### config.mk
export PLATFORM = sky130hd
export DESIGN_NAME = rtt_estimator_top
export DESIGN_NICKNAME = d
export VERILOG_FILES = /design/src/rtl/rtt_est_pkg.sv /design/src/rtl/rtt_est_sample.sv /design/src/rtl/rtt_est_update.sv /design/src/rtl/rtt_estimator_top.sv
export VERILOG_INCLUDE_DIRS = /design/src /design/src/rtl
export SDC_FILE = /design/constraint.sdc
export NUM_CORES = 2
export LEC_CHECK = 0
export BUFFER_PORTS_ARGS = -buffer_cell sky130_fd_sc_hd__buf_2
export CAP_MARGIN = 20
export CORE_UTILIZATION = 66
export CTS_CLUSTER_DIAMETER = 100
export CTS_CLUSTER_SIZE = 28
export DETAILED_ROUTE_END_ITERATION = 12
export PLACE_DENSITY = 0.87
export SLEW_MARGIN = 0
export SYNTH_ARGS = -nofsm -noshare
export SYNTH_HDL_FRONTEND = slang
export SYNTH_SLANG_ARGS = --single-unit
export TNS_END_PERCENT = 5
### constraint.sdc
create_clock -name clk_i -period 20.1 [get_ports clk_i]
set_clock_uncertainty 0.15 [all_clocks]
set_input_delay 3.015 -clock clk_i [delete_from_list [all_inputs] [get_ports clk_i]]
set_output_delay 3.015 -clock clk_i [all_outputs]
set_load 0.01 [all_outputs]
### src/rtl/rtt_estimator_top_macros.svh
// Assertion macros for the RTT estimator.
// Both expect clk_i in the scope of the use; RTT_ASSERT also expects rst_ni.
`ifndef RTT_ESTIMATOR_TOP_MACROS_SVH
`define RTT_ESTIMATOR_TOP_MACROS_SVH
`ifndef NO_ASSERTIONS
// Checked while out of reset.
`define RTT_ASSERT(lbl, prop, msg) \
  lbl: assert property (@(posedge clk_i) disable iff (!rst_ni) prop) else $error(msg);
// Checked at every edge, reset included.
`define RTT_ASSERT_ALWAYS(lbl, prop, msg) \
  lbl: assert property (@(posedge clk_i) prop) else $error(msg);
`else
`define RTT_ASSERT(lbl, prop, msg)
`define RTT_ASSERT_ALWAYS(lbl, prop, msg)
`endif
`endif

### src/rtl/rtt_est_pkg.sv
package rtt_est_pkg;

  // Field widths
  localparam int unsigned TIME_W   = 64;
  localparam int unsigned SAMPLE_W = 61;
  localparam int unsigned DATA_W   = 64;
  localparam int unsigned ADDR_W   = 4;

  // Filter shifts: srtt kept scaled by 8, variance gain 1/4, first variance s/2
  localparam int unsigned SRTT_SHIFT = 3;
  localparam int unsigned VAR_SHIFT  = 2;
  localparam int unsigned INIT_SHIFT = 1;

  // Register index (byte address bit 3 selects the 64-bit register)
  localparam logic REG_MAX_ACK_DELAY = 1'b0;

  // Result status codes
  localparam logic STATUS_OK      = 1'b0;
  localparam logic STATUS_INVALID = 1'b1;

  typedef struct packed {
    logic [TIME_W-1:0] now_time;
    logic [TIME_W-1:0] send_time;
    logic [TIME_W-1:0] reported_delay;
  } in_item_t;

  typedef struct packed {
    logic                status;
    logic [SAMPLE_W-1:0] sample_rtt;
    logic [SAMPLE_W-1:0] smoothed_rtt;
    logic [SAMPLE_W-1:0] rtt_variance;
    logic [SAMPLE_W-1:0] min_rtt;
  } out_item_t;

  // Adjusted sample handed from the sample stage to the update stage
  typedef struct packed {
    logic                ok;
    logic [SAMPLE_W-1:0] sample;
  } sample_t;

endpackage

### src/rtl/rtt_est_sample.sv
module rtt_est_sample (
  input  rtt_est_pkg::in_item_t        item_i,
  input  logic [rtt_est_pkg::TIME_W-1:0] max_ack_delay_i,
  output rtt_est_pkg::sample_t         sample_o
);

  logic [rtt_est_pkg::TIME_W-1:0] raw;
  logic [rtt_est_pkg::TIME_W-1:0] dly;
  logic [rtt_est_pkg::TIME_W-1:0] adj;
  logic                           time_ok;
  logic                           ok;

  // Raw sample and clamped peer delay
  assign time_ok = item_i.now_time > item_i.send_time;
  assign raw     = item_i.now_time - item_i.send_time;
  assign dly     = (item_i.reported_delay < max_ack_delay_i) ? item_i.reported_delay
                                                            : max_ack_delay_i;

  // Take the delay off only when nonzero and below the sample
  assign adj = ((dly != '0) && (raw > dly)) ? (raw - dly) : raw;

  // Reject time not advancing and samples that do not fit the field
  assign ok = time_ok && (adj[rtt_est_pkg::TIME_W-1:rtt_est_pkg::SAMPLE_W] == '0);

  assign sample_o.ok     = ok;
  assign sample_o.sample = ok ? adj[rtt_est_pkg::SAMPLE_W-1:0] : '0;

endmodule

### src/rtl/rtt_est_update.sv
`include "rtt_estimator_top_macros.svh"

module rtt_est_update (
  input  logic                   clk_i,
  input  logic                   rst_ni,
  input  logic                   commit_i,
  input  rtt_est_pkg::sample_t   sample_i,
  output rtt_est_pkg::out_item_t result_o
);

  localparam int unsigned SW = rtt_est_pkg::SAMPLE_W;
  localparam int unsigned TW = rtt_est_pkg::TIME_W;
  localparam int unsigned PW = TW - SW;

  logic [TW-1:0] srtt8_q, srtt8_d, srtt8_upd;
  logic [SW-1:0] var_q, var_d, var_upd;
  logic [SW-1:0] min_q, min_d, min_upd;
  logic [SW-1:0] s;
  logic [SW-1:0] avg;
  logic [SW-1:0] dev;
  logic          first;

  assign s     = sample_i.sample;
  assign first = (srtt8_q == '0);
  assign avg   = srtt8_q[TW-1:rtt_est_pkg::SRTT_SHIFT];

  // Filter terms for a later sample
  assign dev       = (avg > s) ? (avg - s) : (s - avg);
  assign srtt8_upd = srtt8_q - {{PW{1'b0}}, avg} + {{PW{1'b0}}, s};
  assign var_upd   = var_q - (var_q >> rtt_est_pkg::VAR_SHIFT)
                     + (dev >> rtt_est_pkg::VAR_SHIFT);
  assign min_upd   = (s < min_q) ? s : min_q;

  // Next state: first sample seeds, later ones filter, invalid ones hold
  always_comb begin
    srtt8_d = srtt8_q;
    var_d   = var_q;
    min_d   = min_q;
    if (sample_i.ok) begin
      if (first) begin
        srtt8_d = {s, {rtt_est_pkg::SRTT_SHIFT{1'b0}}};
        var_d   = s >> rtt_est_pkg::INIT_SHIFT;
        min_d   = s;
      end else begin
        srtt8_d = srtt8_upd;
        var_d   = var_upd;
        min_d   = min_upd;
      end
    end
  end

  // Estimator state
  always_ff @(posedge clk_i or negedge rst_ni) begin
    if (!rst_ni) begin
      srtt8_q <= '0;
      var_q   <= '0;
      min_q   <= '0;
    end else if (commit_i) begin
      srtt8_q <= srtt8_d;
      var_q   <= var_d;
      min_q   <= min_d;
    end
  end

  // Result reflects the state after this sample
  assign result_o.status       = sample_i.ok ? rtt_est_pkg::STATUS_OK
                                             : rtt_est_pkg::STATUS_INVALID;
  assign result_o.sample_rtt   = s;
  assign result_o.smoothed_rtt = srtt8_d[TW-1:rtt_est_pkg::SRTT_SHIFT];
  assign result_o.rtt_variance = var_d;
  assign result_o.min_rtt      = min_d;

  `RTT_ASSERT(a_seeded, commit_i && sample_i.ok |=> srtt8_q != '0, "srtt not seeded")
  `RTT_ASSERT(a_min_falls,
    commit_i && sample_i.ok && !first |=> min_q <= $past(min_q), "min rose")
  `RTT_ASSERT(a_hold,
    commit_i && !sample_i.ok |=> $stable(srtt8_q) && $stable(var_q) && $stable(min_q),
    "state moved")

endmodule

### src/rtl/rtt_estimator_top.sv
// RTT estimator: takes one acknowledgement transfer per clock while the input is not
// stalled and returns one result per transfer, in order. The path is three registers
// deep: an input register, a sample register holding the delay-adjusted sample, and a
// result register. The smoothed RTT, variance and minimum are updated in the single
// cycle in which a sample moves into the result register, so back-to-back acks see
// each other's updates. max_ack_delay is a 64-bit register at byte address 0 of the APB
// port and may be written only while no transfer is in flight.
`include "rtt_estimator_top_macros.svh"

module rtt_estimator_top (
  input  logic                               clk_i,
  input  logic                               rst_ni,
  // input channel
  input  logic                               in_valid_i,
  output logic                               in_stall_o,
  input  rtt_est_pkg::in_item_t              in_item_i,
  // output channel
  output logic                               out_valid_o,
  input  logic                               out_stall_i,
  output rtt_est_pkg::out_item_t             out_item_o,
  // configuration port
  input  logic                               psel,
  input  logic                               penable,
  input  logic                               pwrite,
  input  logic [rtt_est_pkg::ADDR_W-1:0]     paddr,
  input  logic [rtt_est_pkg::DATA_W-1:0]     pwdata,
  output logic [rtt_est_pkg::DATA_W-1:0]     prdata,
  output logic                               pready
);

  logic [rtt_est_pkg::TIME_W-1:0] max_ack_delay_q;
  logic                           reg_sel;
  logic                           cfg_wr;

  logic                   in_v_q, smp_v_q, out_v_q;
  logic                   rdy0, rdy1, rdy2;
  rtt_est_pkg::in_item_t  in_q;
  rtt_est_pkg::sample_t   smp_d, smp_q;
  rtt_est_pkg::out_item_t res_d, res_q;

  // Configuration register
  assign pready  = 1'b1;
  assign reg_sel = (paddr[rtt_est_pkg::ADDR_W-1] == rtt_est_pkg::REG_MAX_ACK_DELAY);
  assign cfg_wr  = psel && penable && pwrite && reg_sel;
  assign prdata  = reg_sel ? max_ack_delay_q : '0;

  always_ff @(posedge clk_i or negedge rst_ni) begin
    if (!rst_ni) begin
      max_ack_delay_q <= '0;
    end else if (cfg_wr) begin
      max_ack_delay_q <= pwdata;
    end
  end

  // Stage advance: a stage loads when it is empty or its content moves on
  assign rdy2       = !out_v_q || !out_stall_i;
  assign rdy1       = !smp_v_q || rdy2;
  assign rdy0       = !in_v_q || rdy1;
  assign in_stall_o = !rdy0;

  always_ff @(posedge clk_i or negedge rst_ni) begin
    if (!rst_ni) begin
      in_v_q  <= 1'b0;
      smp_v_q <= 1'b0;
      out_v_q <= 1'b0;
    end else begin
      if (rdy0) in_v_q  <= in_valid_i;
      if (rdy1) smp_v_q <= in_v_q;
      if (rdy2) out_v_q <= smp_v_q;
    end
  end

  // Payload registers
  always_ff @(posedge clk_i) begin
    if (rdy0 && in_valid_i) in_q  <= in_item_i;
    if (rdy1 && in_v_q)     smp_q <= smp_d;
    if (rdy2 && smp_v_q)    res_q <= res_d;
  end

  rtt_est_sample u_sample (
    .item_i          (in_q),
    .max_ack_delay_i (max_ack_delay_q),
    .sample_o        (smp_d)
  );

  rtt_est_update u_update (
    .clk_i    (clk_i),
    .rst_ni   (rst_ni),
    .commit_i (rdy2 && smp_v_q),
    .sample_i (smp_q),
    .result_o (res_d)
  );

  assign out_valid_o = out_v_q;
  assign out_item_o  = res_q;

  `RTT_ASSERT(a_stall_full, in_stall_o |-> in_v_q && smp_v_q && out_v_q, "stall with room")
  `RTT_ASSERT(a_ok_nonzero,
    out_valid_o && (out_item_o.status == rtt_est_pkg::STATUS_OK) |->
      out_item_o.sample_rtt != '0,
    "zero sample ok")
  // Registers are cleared asynchronously by reset, so the design is empty while in reset
  `RTT_ASSERT_ALWAYS(a_rst_empty, !rst_ni |=> !out_valid_o && !in_stall_o, "busy in reset")

endmodule

==> impl_metrics.py <==
metrics = {
    "cts": {
        "cts.repair.resized": 0,
        "cts_root_buf": "clkbuf_16",
        "cts_hold_buf": 0,
        "cts_buffer_depth": 3,
        "post_cts_buffers": 0,
        "clk_pin_slew_ps": 110,
        "tritoncts": "built",
        "h-tree-depth": 2,
        "cts_made_buffers": 37,
        "clk_latency_ps": 680,
        "cts_sinks": 752,
    },
    "sta": {
        "setup_tns_ps": 0,
        "setup_violations": 0,
        "report.final.hold_viol_count": 0,
        "tightest_slew_ps": 1310,
        "rsz0062_at_grt": "false",
        "period_share": 0.556,
        "fmax_ghz": 0.0894,
        "slew_headroom": 0.123,
        "drv_slew": 0,
        "layout_min_cycle_time_ps": 11180,
    },
    "drt": {
        "routedWlPerCell_um": 26.4,
        "vias_per_cell": 6.83,
        "ant_nets": 0,
        "drc_errors": 0,
        "routed_wl_um": 209000,
        "dr.pass1.iters": 10,
        "vias": 54087,
        "drt_iter0_drc": 6738,
    },
    "outcome": {
        "status": "finished, final reports clean",
    },
    "global_route": {
        "antenna_found_initial": 12,
        "grt_pass1_wl_um": 310000,
        "grt_max_degree": 122,
        "grt_overflow_total": 0,
        "grt_usage": 0.455,
        "grt_pass1_vias": 51765,
    },
    "critical_path": {
        "cp.arrival_ps": 11420,
        "critPathKind": "reg2reg",
        "startpoint_type": "register",
        "crit_path_end_kind": "register",
        "worst_ep_required_time_ps": 20340,
        "critPathMaxFanout": 48,
    },
    "synthesis": {
        "synth.area.top_cells": "edfxtp_1 (26%), dfrtp_1 (11%), ha_1 (11%)",
        "synthFlopType": "edfxtp_1",
        "synth_fp_nets": 7271,
        "synthArstFlopShare": 0.336,
        "yosys_warnings": 0,
        "yosysSeqAreaShare": 0.364,
        "syn_avg_cell_area_um2": 9.18,
        "synth_top_cell_by_area": "edfxtp_1",
        "synth_cell_types": 103,
        "syn_inst": 6384,
        "synth.top_cell.area_share": 0.256,
        "yosys_register_bits": 752,
        "syn-cell-area_mm2": 0.0586,
        "synth_edf_count": 499,
    },
    "floorplanning": {
        "dieArea_mm2": 0.0900,
        "die_w_um": 300,
        "die_h_um": 300,
        "coreArea_mm2": 0.0874,
        "rows": 108,
        "start_util": 0.671,
        "io_pins": 579,
    },
    "layout": {
        "final_cell_area_mm2": 0.0633,
        "drive_gt1_frac": 0.127,
        "fin_cells": 7921,
        "final_util": 0.724,
        "syn_to_final_growth_pct": 8.03,
        "nets": 7621,
    },
    "place": {
        "dp_hpwl_um": 166000,
        "dpl-instance-area_mm2": 0.0621,
        "dp_cells": 7849,
        "routabilityCongestion": 1.06,
        "io_buffers": 574,
    },
    "run": {
        "cap_viol_max_count": 0,
    },
    "hold_path": {
        "hp-class": "reg2reg",
    },
}
==> logic make-up after synthesis <==
group           synth area share
compound gates             0.224
simple gates               0.124
buf+inv                   0.0608
flops                      0.364
fa+ha+maj                  0.148
xor+xnor                  0.0417
mux                       0.0382
other cells            0.0000640
==> synth_stat cells, types with 44 or more instances <==
master    instances
nand4_1         149
nor2_1          412
o21ai_0         505
nor4_1           72
o21a_1           44
mux2_2           75
edfxtp_1        499
nor2_2           47
dfrtp_1         253
a21oi_1         665
ha_1            498
mux2i_1         138
nand2_1         438
clkbuf_1        242
inv_1           614
nor2b_1          46
fa_1            122
a21o_1          298
a31oi_1          54
nand3_1          84
xnor2_1         178
xor2_1          101
a211oi_1         56
o211ai_1         44
o21bai_1         90
nor3_1           67
==> critical path, cell delays in order (launching register included) <==
cell       delay (ps)
edfxtp_1          660
inv_1             330
ha_1              510
nand4_1           490
nor4_1           1040
nand4_1           530
o21ai_0           380
a31o_2            440
buf_4             590
and2_1            220
a221o_1           320
xor2_1            170
fa_1              540
inv_1              70
fa_1              420
and2b_1           250
o2111ai_1         190
a2111oi_2         570
o21ai_0           400
a2111oi_1         980
nor2_1            200
o221ai_1          390
a21boi_1          220
o21ai_0           400
mux2i_1           230
o211ai_1          140
==> cell type report <==
cell class	count	area, um^2
multi-input cells	4713	33800
clock buffers	56	1030
repair buffers	615	3190
flip-flops and latches	752	21300
well taps	1155	1450
diodes	3	7.51
inverters	615	2320
clock inverters	12	206
fillers	6254	24100
==> per-stage QoR <==
step                hold WS [ps]  setup slack [ps]
floorplan                    299              8770
global placement             307              9870
detailed placement           341              9740
CTS                          367              9700
global route                 383              9130
finish                       372              8920
==> metal layers <==
| metal | routed length, um | GRT usage | up-vias |
|---|---|---|---|
| met5 | 37 | 0 | - |
| met4 | 15200 | 0.275 | 8 |
| li1 | - | - | 23770 |
| met2 | 93000 | 0.706 | 3778 |
| met3 | 24100 | 0.107 | 730 |
| met1 | 77000 | 0.578 | 25801 |
==> path summary, 6_finish.rpt <==
| check | cells past startpoint | from | to | slack [ps] |
|---|---|---|---|---|
| worst min register to register | 1 | in_v_q$_DFFE_PN0N_ | smp_v_q$_DFFE_PN0P_ | 370 |
| worst max-delay path | 25 | smp_q[56]$_SDFFCE_PN0P_ | out_item_o[115]$_DFFE_PP_ | 8920 |
| min in group asynchronous | 1 | rst_ni | u_update.var_q[4]$_DFFE_PN0P_ | 2190 |
| worst min-delay path | 1 | in_v_q$_DFFE_PN0N_ | smp_v_q$_DFFE_PN0P_ | 370 |
| max in group asynchronous | 2 | rst_ni | max_ack_delay_q[2]$_DFFE_PN0P_ | 16100 |
| worst max register to register | 25 | smp_q[56]$_SDFFCE_PN0P_ | out_item_o[115]$_DFFE_PP_ | 8920 |
==> registers in the layout (all words and copies together), names as in the netlist <==
name	count
u_update.var_q	61
u_update.min_q	61
in_q	192
smp_v_q	1
in_v_q	1
out_valid_o	1
out_item_o	245
smp_q	62
max_ack_delay_q	64
u_update.srtt8_q	64
==> placed cells by master, fill, tap and decap left out, types with 12 or more instances in the layout <==
cell | netlist | layout
nand2b_1 | 41 | 41
nand3_1 | 84 | 84
ha_1 | 498 | 498
and4_1 | 22 | 22
edfxtp_1 | 499 | 499
nor2_2 | 47 | 48
a211oi_1 | 56 | 56
a21o_1 | 298 | 298
nor2b_1 | 46 | 46
clkbuf_16 | 0 | 38
a21boi_0 | 31 | 31
buf_2 | 34 | 574
inv_1 | 614 | 613
o21bai_1 | 90 | 90
clkbuf_1 | 242 | 17
and3_1 | 39 | 39
o21a_1 | 44 | 44
mux2i_1 | 138 | 138
a221oi_1 | 24 | 24
o221ai_1 | 12 | 12
and2_1 | 38 | 35
o211ai_1 | 44 | 44
or3_1 | 16 | 16
mux2_2 | 75 | 75
nand2_1 | 438 | 434
nand4_1 | 149 | 149
fa_1 | 122 | 122
o21ai_0 | 505 | 505
buf_4 | 6 | 40
xor2_1 | 101 | 101
a22oi_1 | 42 | 42
a211o_1 | 13 | 13
dfrtp_1 | 253 | 253
o31ai_1 | 30 | 29
xnor2_1 | 178 | 178
a21oi_1 | 665 | 665
nor2_1 | 412 | 411
a31oi_1 | 54 | 53
nor4_1 | 72 | 69
nor3_1 | 67 | 66
Power is not shown: default switching activity piles up to over one toggle a cycle in this logic, so the estimate is an artifact.
